[src/rtl/core/cpf_pkg.sv]
// ----------------------------------------------------------------------------
// cpf_pkg
// Shared types, constants and the byte-wise crc-16 step of the packet framer.
// ----------------------------------------------------------------------------
package cpf_pkg;

   localparam logic [15:0] CRC_INIT     = 16'hd77f;
   localparam logic [15:0] CRC_POLY     = 16'h8005;
   localparam int          BUFFER_BYTES = 2048;
   localparam int          COUNT_W      = 12;
   localparam logic [COUNT_W-1:0] COUNT_MAX = '1;
   localparam logic [7:0]  DTC_RESET    = 8'd7;
   localparam int          HDR_BYTES    = 4;

   // command queue between front and back, depth a power of two
   localparam int QUEUE_DEPTH = 4;
   localparam int QPTR_W      = $clog2(QUEUE_DEPTH);
   localparam int QCNT_W      = $clog2(QUEUE_DEPTH + 1);

   typedef struct packed {
      logic [7:0] packet_type;
      logic [7:0] data_byte;
      logic       byte_present;
      logic       first_item;
      logic       last_item;
   } req_type;

   typedef struct packed {
      logic [7:0] out_byte;
      logic       frame_end;
      logic       oversize;
      logic       run_end;
   } rsp_type;

   typedef struct packed {
      logic       hdr;
      logic [7:0] ptype;
      logic [7:0] seq;
      logic       present;
      logic [7:0] dbyte;
      logic       last;
   } cmd_type;

   typedef struct packed {
      logic empty;
      logic full;
   } q_status_type;

   function automatic logic [15:0] crc_feed(input logic [15:0] acc, input logic [7:0] b);
      logic [15:0] c;
      c = acc ^ {b, 8'h00};
      for (int i = 0; i < 8; i++) begin
         if (c[15]) begin
            c = {c[14:0], 1'b0} ^ CRC_POLY;
         end else begin
            c = {c[14:0], 1'b0};
         end
      end
      return c;
   endfunction

endpackage

[src/rtl/core/cpf_front.sv]
// ----------------------------------------------------------------------------
// cpf_front
// Accepts items, tracks packet state and sequence, queues byte-run commands.
// ----------------------------------------------------------------------------
module cpf_front (
   input  logic                 clock,
   input  logic                 reset,
   input  logic                 req_push,
   input  cpf_pkg::req_type     req_data,
   input  logic                 csr_valid,
   input  logic [7:0]           csr_wdata,
   input  cpf_pkg::q_status_type q_status,
   output logic                 q_push,
   output cpf_pkg::cmd_type     q_cmd
);

   logic       open_ff, open_in;
   logic [7:0] seq_ff, seq_in;
   logic [7:0] dtc_ff, dtc_in;
   logic       accept;
   logic       is_data;
   logic       produce;

   always_comb begin
      accept  = req_push && !q_status.full;
      is_data = req_data.first_item && (req_data.packet_type == dtc_ff);
      produce = req_data.first_item ||
                (open_ff && (req_data.byte_present || req_data.last_item));

      q_cmd.hdr     = req_data.first_item;
      q_cmd.ptype   = req_data.packet_type;
      q_cmd.seq     = is_data ? seq_ff : 8'd0;
      q_cmd.present = req_data.byte_present;
      q_cmd.dbyte   = req_data.data_byte;
      q_cmd.last    = req_data.last_item;
      q_push        = accept && produce;

      open_in = open_ff;
      seq_in  = seq_ff;
      dtc_in  = csr_valid ? csr_wdata : dtc_ff;
      if (accept) begin
         if (req_data.first_item) begin
            open_in = 1'b1;
         end
         if (is_data) begin
            seq_in = seq_ff + 8'd1;
         end
         if ((req_data.first_item || open_ff) && req_data.last_item) begin
            open_in = 1'b0;
         end
      end
   end

   always_ff @(posedge clock) begin
      if (reset) begin
         open_ff <= 1'b0;
         seq_ff  <= '0;
         dtc_ff  <= cpf_pkg::DTC_RESET;
      end else begin
         open_ff <= open_in;
         seq_ff  <= seq_in;
         dtc_ff  <= dtc_in;
      end
   end

endmodule

[src/rtl/core/cpf_queue.sv]
// ----------------------------------------------------------------------------
// cpf_queue
// Short command queue decoupling the front from the back.
// ----------------------------------------------------------------------------
module cpf_queue (
   input  logic                  clock,
   input  logic                  reset,
   input  logic                  push,
   input  cpf_pkg::cmd_type      push_cmd,
   input  logic                  pop,
   output cpf_pkg::cmd_type      head,
   output cpf_pkg::q_status_type status
);

   cpf_pkg::cmd_type                  mem_ff [cpf_pkg::QUEUE_DEPTH];
   logic [cpf_pkg::QPTR_W-1:0]        wr_ptr_ff, wr_ptr_in;
   logic [cpf_pkg::QPTR_W-1:0]        rd_ptr_ff, rd_ptr_in;
   logic [cpf_pkg::QCNT_W-1:0]        count_ff, count_in;
   logic                              do_push, do_pop;

   always_comb begin
      status.empty = (count_ff == '0);
      status.full  = (count_ff == cpf_pkg::QCNT_W'(cpf_pkg::QUEUE_DEPTH));
      do_push   = push && !status.full;
      do_pop    = pop && !status.empty;
      wr_ptr_in = do_push ? wr_ptr_ff + 1'b1 : wr_ptr_ff;
      rd_ptr_in = do_pop ? rd_ptr_ff + 1'b1 : rd_ptr_ff;
      count_in  = count_ff;
      if (do_push && !do_pop) begin
         count_in = count_ff + 1'b1;
      end else if (do_pop && !do_push) begin
         count_in = count_ff - 1'b1;
      end
      head = mem_ff[rd_ptr_ff];
   end

   always_ff @(posedge clock) begin
      if (do_push) begin
         mem_ff[wr_ptr_ff] <= push_cmd;
      end
   end

   always_ff @(posedge clock) begin
      if (reset) begin
         wr_ptr_ff <= '0;
         rd_ptr_ff <= '0;
         count_ff  <= '0;
      end else begin
         wr_ptr_ff <= wr_ptr_in;
         rd_ptr_ff <= rd_ptr_in;
         count_ff  <= count_in;
      end
   end

endmodule

[src/rtl/core/cpf_back.sv]
// ----------------------------------------------------------------------------
// cpf_back
// Expands queued commands into wire bytes, runs the crc and the payload count.
// ----------------------------------------------------------------------------
module cpf_back (
   input  logic                  clock,
   input  logic                  reset,
   input  cpf_pkg::q_status_type q_status,
   input  cpf_pkg::cmd_type      q_head,
   output logic                  q_pop,
   output logic                  rsp_empty,
   input  logic                  rsp_pop,
   output cpf_pkg::rsp_type      rsp_data
);

   typedef enum logic [4:0] {
      PH_TYPE = 5'b00001,
      PH_SEQ  = 5'b00010,
      PH_DATA = 5'b00100,
      PH_CRCH = 5'b01000,
      PH_CRCL = 5'b10000
   } phase_type;

   phase_type                     phase_ff, phase_in, cur;
   logic                          busy_ff, busy_in;
   logic [15:0]                   crc_ff, crc_in;
   logic [cpf_pkg::COUNT_W-1:0]   cnt_ff, cnt_in;
   logic                          out_valid_ff, out_valid_in;
   cpf_pkg::rsp_type              out_ff, out_in;
   logic                          advance, fire, done;
   logic                          over;
   phase_type                     next;

   always_comb begin
      advance = !out_valid_ff || rsp_pop;
      fire    = !q_status.empty && advance;
      over    = ((cpf_pkg::COUNT_W + 1)'(cnt_ff) + (cpf_pkg::COUNT_W + 1)'(cpf_pkg::HDR_BYTES))
                > (cpf_pkg::COUNT_W + 1)'(cpf_pkg::BUFFER_BYTES);

      if (busy_ff) begin
         cur = phase_ff;
      end else if (q_head.hdr) begin
         cur = PH_TYPE;
      end else if (q_head.present) begin
         cur = PH_DATA;
      end else begin
         cur = PH_CRCH;
      end

      crc_in = crc_ff;
      cnt_in = cnt_ff;
      next   = PH_CRCH;
      done   = 1'b1;
      out_in = '0;
      unique case (cur)
         PH_TYPE: begin
            out_in.out_byte = q_head.ptype;
            crc_in = cpf_pkg::crc_feed(cpf_pkg::CRC_INIT, q_head.ptype);
            cnt_in = '0;
            next   = PH_SEQ;
            done   = 1'b0;
         end
         PH_SEQ: begin
            out_in.out_byte = q_head.seq;
            crc_in = cpf_pkg::crc_feed(crc_ff, q_head.seq);
            next   = q_head.present ? PH_DATA : PH_CRCH;
            done   = !q_head.present && !q_head.last;
         end
         PH_DATA: begin
            out_in.out_byte = q_head.dbyte;
            crc_in = cpf_pkg::crc_feed(crc_ff, q_head.dbyte);
            if (cnt_ff != cpf_pkg::COUNT_MAX) begin
               cnt_in = cnt_ff + 1'b1;
            end
            next   = PH_CRCH;
            done   = !q_head.last;
         end
         PH_CRCH: begin
            out_in.out_byte = crc_ff[15:8];
            next   = PH_CRCL;
            done   = 1'b0;
         end
         PH_CRCL: begin
            out_in.out_byte  = crc_ff[7:0];
            out_in.frame_end = 1'b1;
            out_in.oversize  = over;
         end
         default: begin
            done = 1'b1;
         end
      endcase
      out_in.run_end = done;

      q_pop        = fire && done;
      busy_in      = busy_ff;
      phase_in     = phase_ff;
      out_valid_in = out_valid_ff && !rsp_pop;
      if (fire) begin
         busy_in      = !done;
         phase_in     = next;
         out_valid_in = 1'b1;
      end
      rsp_empty = !out_valid_ff;
      rsp_data  = out_ff;
   end

   always_ff @(posedge clock) begin
      if (fire) begin
         crc_ff <= crc_in;
         cnt_ff <= cnt_in;
      end
      if (advance) begin
         out_ff <= out_in;
      end
   end

   always_ff @(posedge clock) begin
      if (reset) begin
         busy_ff      <= 1'b0;
         phase_ff     <= PH_TYPE;
         out_valid_ff <= 1'b0;
      end else begin
         busy_ff      <= busy_in;
         phase_ff     <= phase_in;
         out_valid_ff <= out_valid_in;
      end
   end

`ifndef SYNTHESIS
   a_busy_has_cmd: assert property (@(posedge clock) disable iff (reset)
      busy_ff |-> !q_status.empty)
      else $error("back busy with no queued command");
   a_end_is_run_end: assert property (@(posedge clock) disable iff (reset)
      (out_valid_ff && out_ff.frame_end) |-> out_ff.run_end)
      else $error("frame end without run end");
   a_over_on_end: assert property (@(posedge clock) disable iff (reset)
      (out_valid_ff && out_ff.oversize) |-> out_ff.frame_end)
      else $error("oversize flag off the frame end byte");
   a_crcl_after_crch: assert property (@(posedge clock) disable iff (reset)
      (fire && cur == PH_CRCH) |=> (busy_ff && phase_ff == PH_CRCL))
      else $error("low crc byte does not follow high crc byte");
`endif

endmodule

[src/rtl/core/crc16_packet_framer_core.sv]
// ----------------------------------------------------------------------------
// crc16_packet_framer_core
// Packet framer: type, sequence, payload and big-endian crc-16 (0x8005).
// ----------------------------------------------------------------------------
// usage:
//   req side is a queue input: an item transfers when req_push is high and
//   req_full is low. each item carries a type, one optional payload byte and
//   first/last marks. rsp side is a queue output: the oldest byte waits on
//   rsp_data while rsp_empty is low and transfers when rsp_pop is high.
//   csr_valid/csr_ready write the data type code; csr_ready is always high.
// byte flow:
//   items reach rsp through the command queue and then the output register.
//   while that register is empty or popped the back end emits one byte per
//   cycle: middle payload items run one per cycle, a first item adds type and
//   sequence bytes, a last the two crc bytes, which a four-deep queue absorbs.
// reset:
//   synchronous; empties the queue and the output register, closes the open
//   packet, clears the sequence count and sets the data type code to 7.
// stall:
//   while rsp_pop stays low the output byte holds, the back end stops, and
//   req_full rises once the command queue fills.
// ----------------------------------------------------------------------------
module crc16_packet_framer_core (
   input  logic              clock,
   input  logic              reset,
   input  logic              req_push,
   output logic              req_full,
   input  cpf_pkg::req_type  req_data,
   output logic              rsp_empty,
   input  logic              rsp_pop,
   output cpf_pkg::rsp_type  rsp_data,
   input  logic              csr_valid,
   output logic              csr_ready,
   input  logic [7:0]        csr_wdata
);

   cpf_pkg::q_status_type q_status;
   cpf_pkg::cmd_type      q_cmd;
   cpf_pkg::cmd_type      q_head;
   logic                  q_push;
   logic                  q_pop;

   assign req_full  = q_status.full;
   assign csr_ready = 1'b1;

   cpf_front u_front (
      .clock     (clock),
      .reset     (reset),
      .req_push  (req_push),
      .req_data  (req_data),
      .csr_valid (csr_valid),
      .csr_wdata (csr_wdata),
      .q_status  (q_status),
      .q_push    (q_push),
      .q_cmd     (q_cmd)
   );

   cpf_queue u_queue (
      .clock    (clock),
      .reset    (reset),
      .push     (q_push),
      .push_cmd (q_cmd),
      .pop      (q_pop),
      .head     (q_head),
      .status   (q_status)
   );

   cpf_back u_back (
      .clock     (clock),
      .reset     (reset),
      .q_status  (q_status),
      .q_head    (q_head),
      .q_pop     (q_pop),
      .rsp_empty (rsp_empty),
      .rsp_pop   (rsp_pop),
      .rsp_data  (rsp_data)
   );

endmodule
[config.mk]
export PLATFORM = sky130hd
export DESIGN_NAME = crc16_packet_framer_core
export DESIGN_NICKNAME = d
export VERILOG_FILES = /design/src/rtl/core/cpf_pkg.sv /design/src/rtl/core/cpf_front.sv /design/src/rtl/core/cpf_queue.sv /design/src/rtl/core/cpf_back.sv /design/src/rtl/core/crc16_packet_framer_core.sv
export SDC_FILE = /design/constraint.sdc
export NUM_CORES = 1
export LEC_CHECK = 0
export BUFFER_PORTS_ARGS = -buffer_cell sky130_fd_sc_hd__buf_2
export CORE_ASPECT_RATIO = 1.4
export CORE_MARGIN = 8
export CORE_UTILIZATION = 40
export CTS_CLUSTER_DIAMETER = 100
export DETAILED_ROUTE_END_ITERATION = 10
export PLACE_DENSITY = 0.53
export REMOVE_ABC_BUFFERS = 1
export SLEW_MARGIN = 10
export SYNTH_ARGS = -nofsm -noshare
export SYNTH_HDL_FRONTEND = slang
export SYNTH_SLANG_ARGS = --single-unit
[constraint.sdc]
create_clock -name clock -period 4.4 [get_ports clock]
set_input_delay 0.66 -clock clock [delete_from_list [all_inputs] [get_ports clock]]
set_output_delay 0.66 -clock clock [all_outputs]
set_load 0.005 [all_outputs]
==> reports/qor_table.md <==
| Result | Value |
|---|---|
| Vias after detailed routing | 4,942 |
| Effective utilization at floorplan | 40.29% |
| Crit Path Max Fanout | 10 |
| Path category of the worst min-delay check | input port to flip-flop |
| Measured slew at the worst slew-check pin | 1038 ps |
| Floorplan die width | 138.6 um |
| YS warnings | 0 |
| Worst setup margin | 772.8 ps |
| Clock insertion delay at the later pin of the skew report | 430 ps |
| Chain of cells forming the critical path | mux2_1 > or4_4 > and3_1 > a32oi_1 > or2_1 > ha_1 > inv_1 > fa_1 > xor2_1 > or3_1 > a21oi_1 |
| Hold Violations, Final | 0 |
| Post-synthesis instance area | 0.008416 sq mm |
| Detailed-route vias per instance | 5.320 |
| Outcome | complete, no violations |
| Worst hold start | csr_wdata[1] |
| Final cycle utilization of the critical path | 82.44% |
| Final #Nets | 697 |
| Critical-path cell with the highest stage delay | dfxtp_1 |
| Vertical die dimension | 187.6 um |
| Buf/Inv on CP | 1 |
| Number of CTS-inserted buffers | 17 |
| Placement Rows | 63 |
| Setup slack of the worst register-to-register path | 770 ps |
| Count of flip-flops with a built-in enable after synthesis | 147 |
| Routed length on met3 | 465 um |
| Critical path class | flip-flop to flip-flop |
| Final antenna diode count | 0 |
| Count of different cell masters after synthesis | 62 |
| Antenna violations before repair | 0 |
| Total area of sequential cells | 0.005076 sq mm |
| Fraction of the yosys area taken by sequential cells | 60.30% |
| Clock slew seen by the registers of the worst setup and hold paths | 70 ps |
| Async set or reset register ratio after synthesis | 0% |
| Post-place instance area | 0.008917 sq mm |
| Clk sinks | 180 |
| Post-Route WL | 18,030 um |
| Post-Syn Instances | 608 |
| Pwr per Cell Area | 686.9 mW/mm^2 |
| Post-route setup TNS | 0 ps |
| RSZ-0062 raised after global routing | false |
| Largest delay contributor family on the critical path | simple AND/OR/NAND/NOR gates |
| Worst IR Drop VDD | 0.2837 mV |
| Critical Path AT | 3980 ps |
| GRT overflow | 0 |
| Post-Synthesis Mean Instance Area | 13.84 sq um |
| Final slew viol count | 0 |
| Most frequent cells after synthesis | 147 x edfxtp_1, 48 x xnor2_1, 40 x nor2_1 |
| Utilization after layout | 45.62% |
| Seq cells post-synth | 180 |
| Via count of the first global-routing pass | 5,282 |
| Startpoint Class | flip-flop |
| Final number of setup-violating endpoints | 0 |
| Top Metal Used | met4 |
| Maximum capacitance violations | 0 |
| Met2 routed wirelength | 9721 um |
| Clock period minus final worst setup slack | 3627 ps |
| Most common flop cell mapped by yosys | edfxtp_1 |
| Remaining number of nets flagged by the antenna check after routing | 0 |
| Maximum number of pins on one net before global-route repair | 33 |
| H-tree levels | 4 |
| Met1 routed wirelength after detailed routing | 7551 um |
| I/O pin count | 46 |
| TritonCTS clock tree | done |
| Drt drc | 0 |
| Slew Limit Headroom | 30.41% |
| Worst Skew | 8.716 ps |
| Share of the synthesized area in the top cell type | 52.45% |
| Top post-synthesis cells by area | edfxtp_1 52%, dfxtp_1 7.9%, mux4_2 6.7% |
| Static Leakage | 3.277 nW |
| Worst hold margin | 428.7 ps |
| Hold buffers post-CTS | 0 |
| Clock tree root driver cell | clkbuf_16 |
| Half-perimeter wire length of the detailed placement result | 12,610 um |
| Count of buffers added by post-CTS timing repair for setup | 0 |
| Endpoint kind of the worst setup timing path | flip-flop |
| Routed len/inst | 19.41 um |
| Top-count cell post-synth | edfxtp_1 |
| Initial drt markers | 363 |
| Total Die Area | 0.02600 sq mm |
| Global router's overall resource usage | 14.13% |
| Biggest area consumer among synthesized cells | edfxtp_1 |
| FILL cells | 1,855 |
| Max Root-Sink Buffers | 2 |
| Synth-to-Final Area Change | 13.25% |
| 1st-pass router iterations | 6 |
| Quantity of I/O buffers inserted on ports | 44 |
| Routability congestion estimate | 0.7700 |
| Worst EP required | 4750 ps |
| Largest incremental delay on the critical path | 650 ps |
| Area of combinational cells with multiple inputs | 0.003161 sq mm |
| Share of final-layout standard cells stronger than drive strength 1 | 18.09% |
| CORE AREA | 0.02089 sq mm |
| Setup slack after placement | 821.3 ps |
| Global-route wire length before repair | 28,850 um |
| Timing-limited maximum frequency | 0.2757 GHz |
| Post_cts resized | 0 |
| Post-route standard cell area excluding fillers | 0.009530 sq mm |
-- metrics by stage --
stage               power, mW  cells
global placement        4.960    897
CTS                     6.603    929
floorplan               4.324    581
finish                  6.546    929
detailed placement      5.009    897
global route            6.916    929
-- layout by cell type (no fill, tap or decap), types with 17 or more instances in the layout --
cell / count
clkbuf_16: 17
nand2_1: 37
buf_2: 44
nand3_1: 21
edfxtp_1: 147
dfxtp_1: 32
xor2_1: 36
xnor2_1: 48
nor2_1: 40
mux4_2: 25
-- cell type report --
type | count | area share, %
Multi-Input combinational cell | 389 | 33.16
Tap cell | 260 | 3.413
Sequential cell | 180 | 53.26
Inverter | 12 | 0.4726
Clock buffer | 18 | 4.503
Clock inverter | 14 | 1.930
Timing Repair Buffer | 56 | 3.256
-- metal layers --
metal,global-route usage (%),up-vias
li1,-,2376
met1,15.83,2485
met2,25.93,67
met3,2.632,14
met4,5.241,0
met5,0,-
-- power by group --
group / switching [mW] / total, mW / leakage (nW) / internal, mW
Combinational: 1.29 / 2.46 / 1.34 / 1.17
Clock: 0.636 / 1.58 / 0.294 / 0.948
Sequential: 0.261 / 2.51 / 1.64 / 2.25
Total: 2.18 / 6.55 / 3.28 / 4.36
-- cell families after synthesis --
group / count (synthesis) / share of synthesized area, %
compound gates: 72 / 5.903
xor+xnor: 92 / 10.65
fa+ha+maj: 9 / 1.427
buf+inv: 39 / 2.275
flops: 180 / 60.30
mux: 44 / 8.995
other cells: 1 / 0.04456
simple gates: 171 / 10.41
-- sequential cells by signal, summed over array words and instances (netlist names), named ones only --
register,count
u_queue.mem_ff,108
u_back.crc_ff,16
u_back.cnt_ff,12
u_back.rsp_data,11
u_front.dtc_ff,8
u_front.seq_ff,8
u_back.phase_ff,5
u_queue.count_ff,3
u_queue.rd_ptr_ff,2
u_queue.wr_ptr_ff,2
u_back.busy_ff,1
u_back.out_valid_ff,1
u_front.open_ff,1
-- path summary, 6_finish.rpt --
kind              cells after the start                                to
setup / recovery                     11  u_queue.count_ff[2]$_SDFFE_PP0P_
hold / removal                        2    u_front.dtc_ff[1]$_SDFFE_PP1P_
setup reg to reg                     11  u_queue.count_ff[2]$_SDFFE_PP0P_
hold reg to reg                       2    u_front.seq_ff[6]$_SDFFE_PP0P_
No activity file was read; power rests on OpenSTA's default activity.
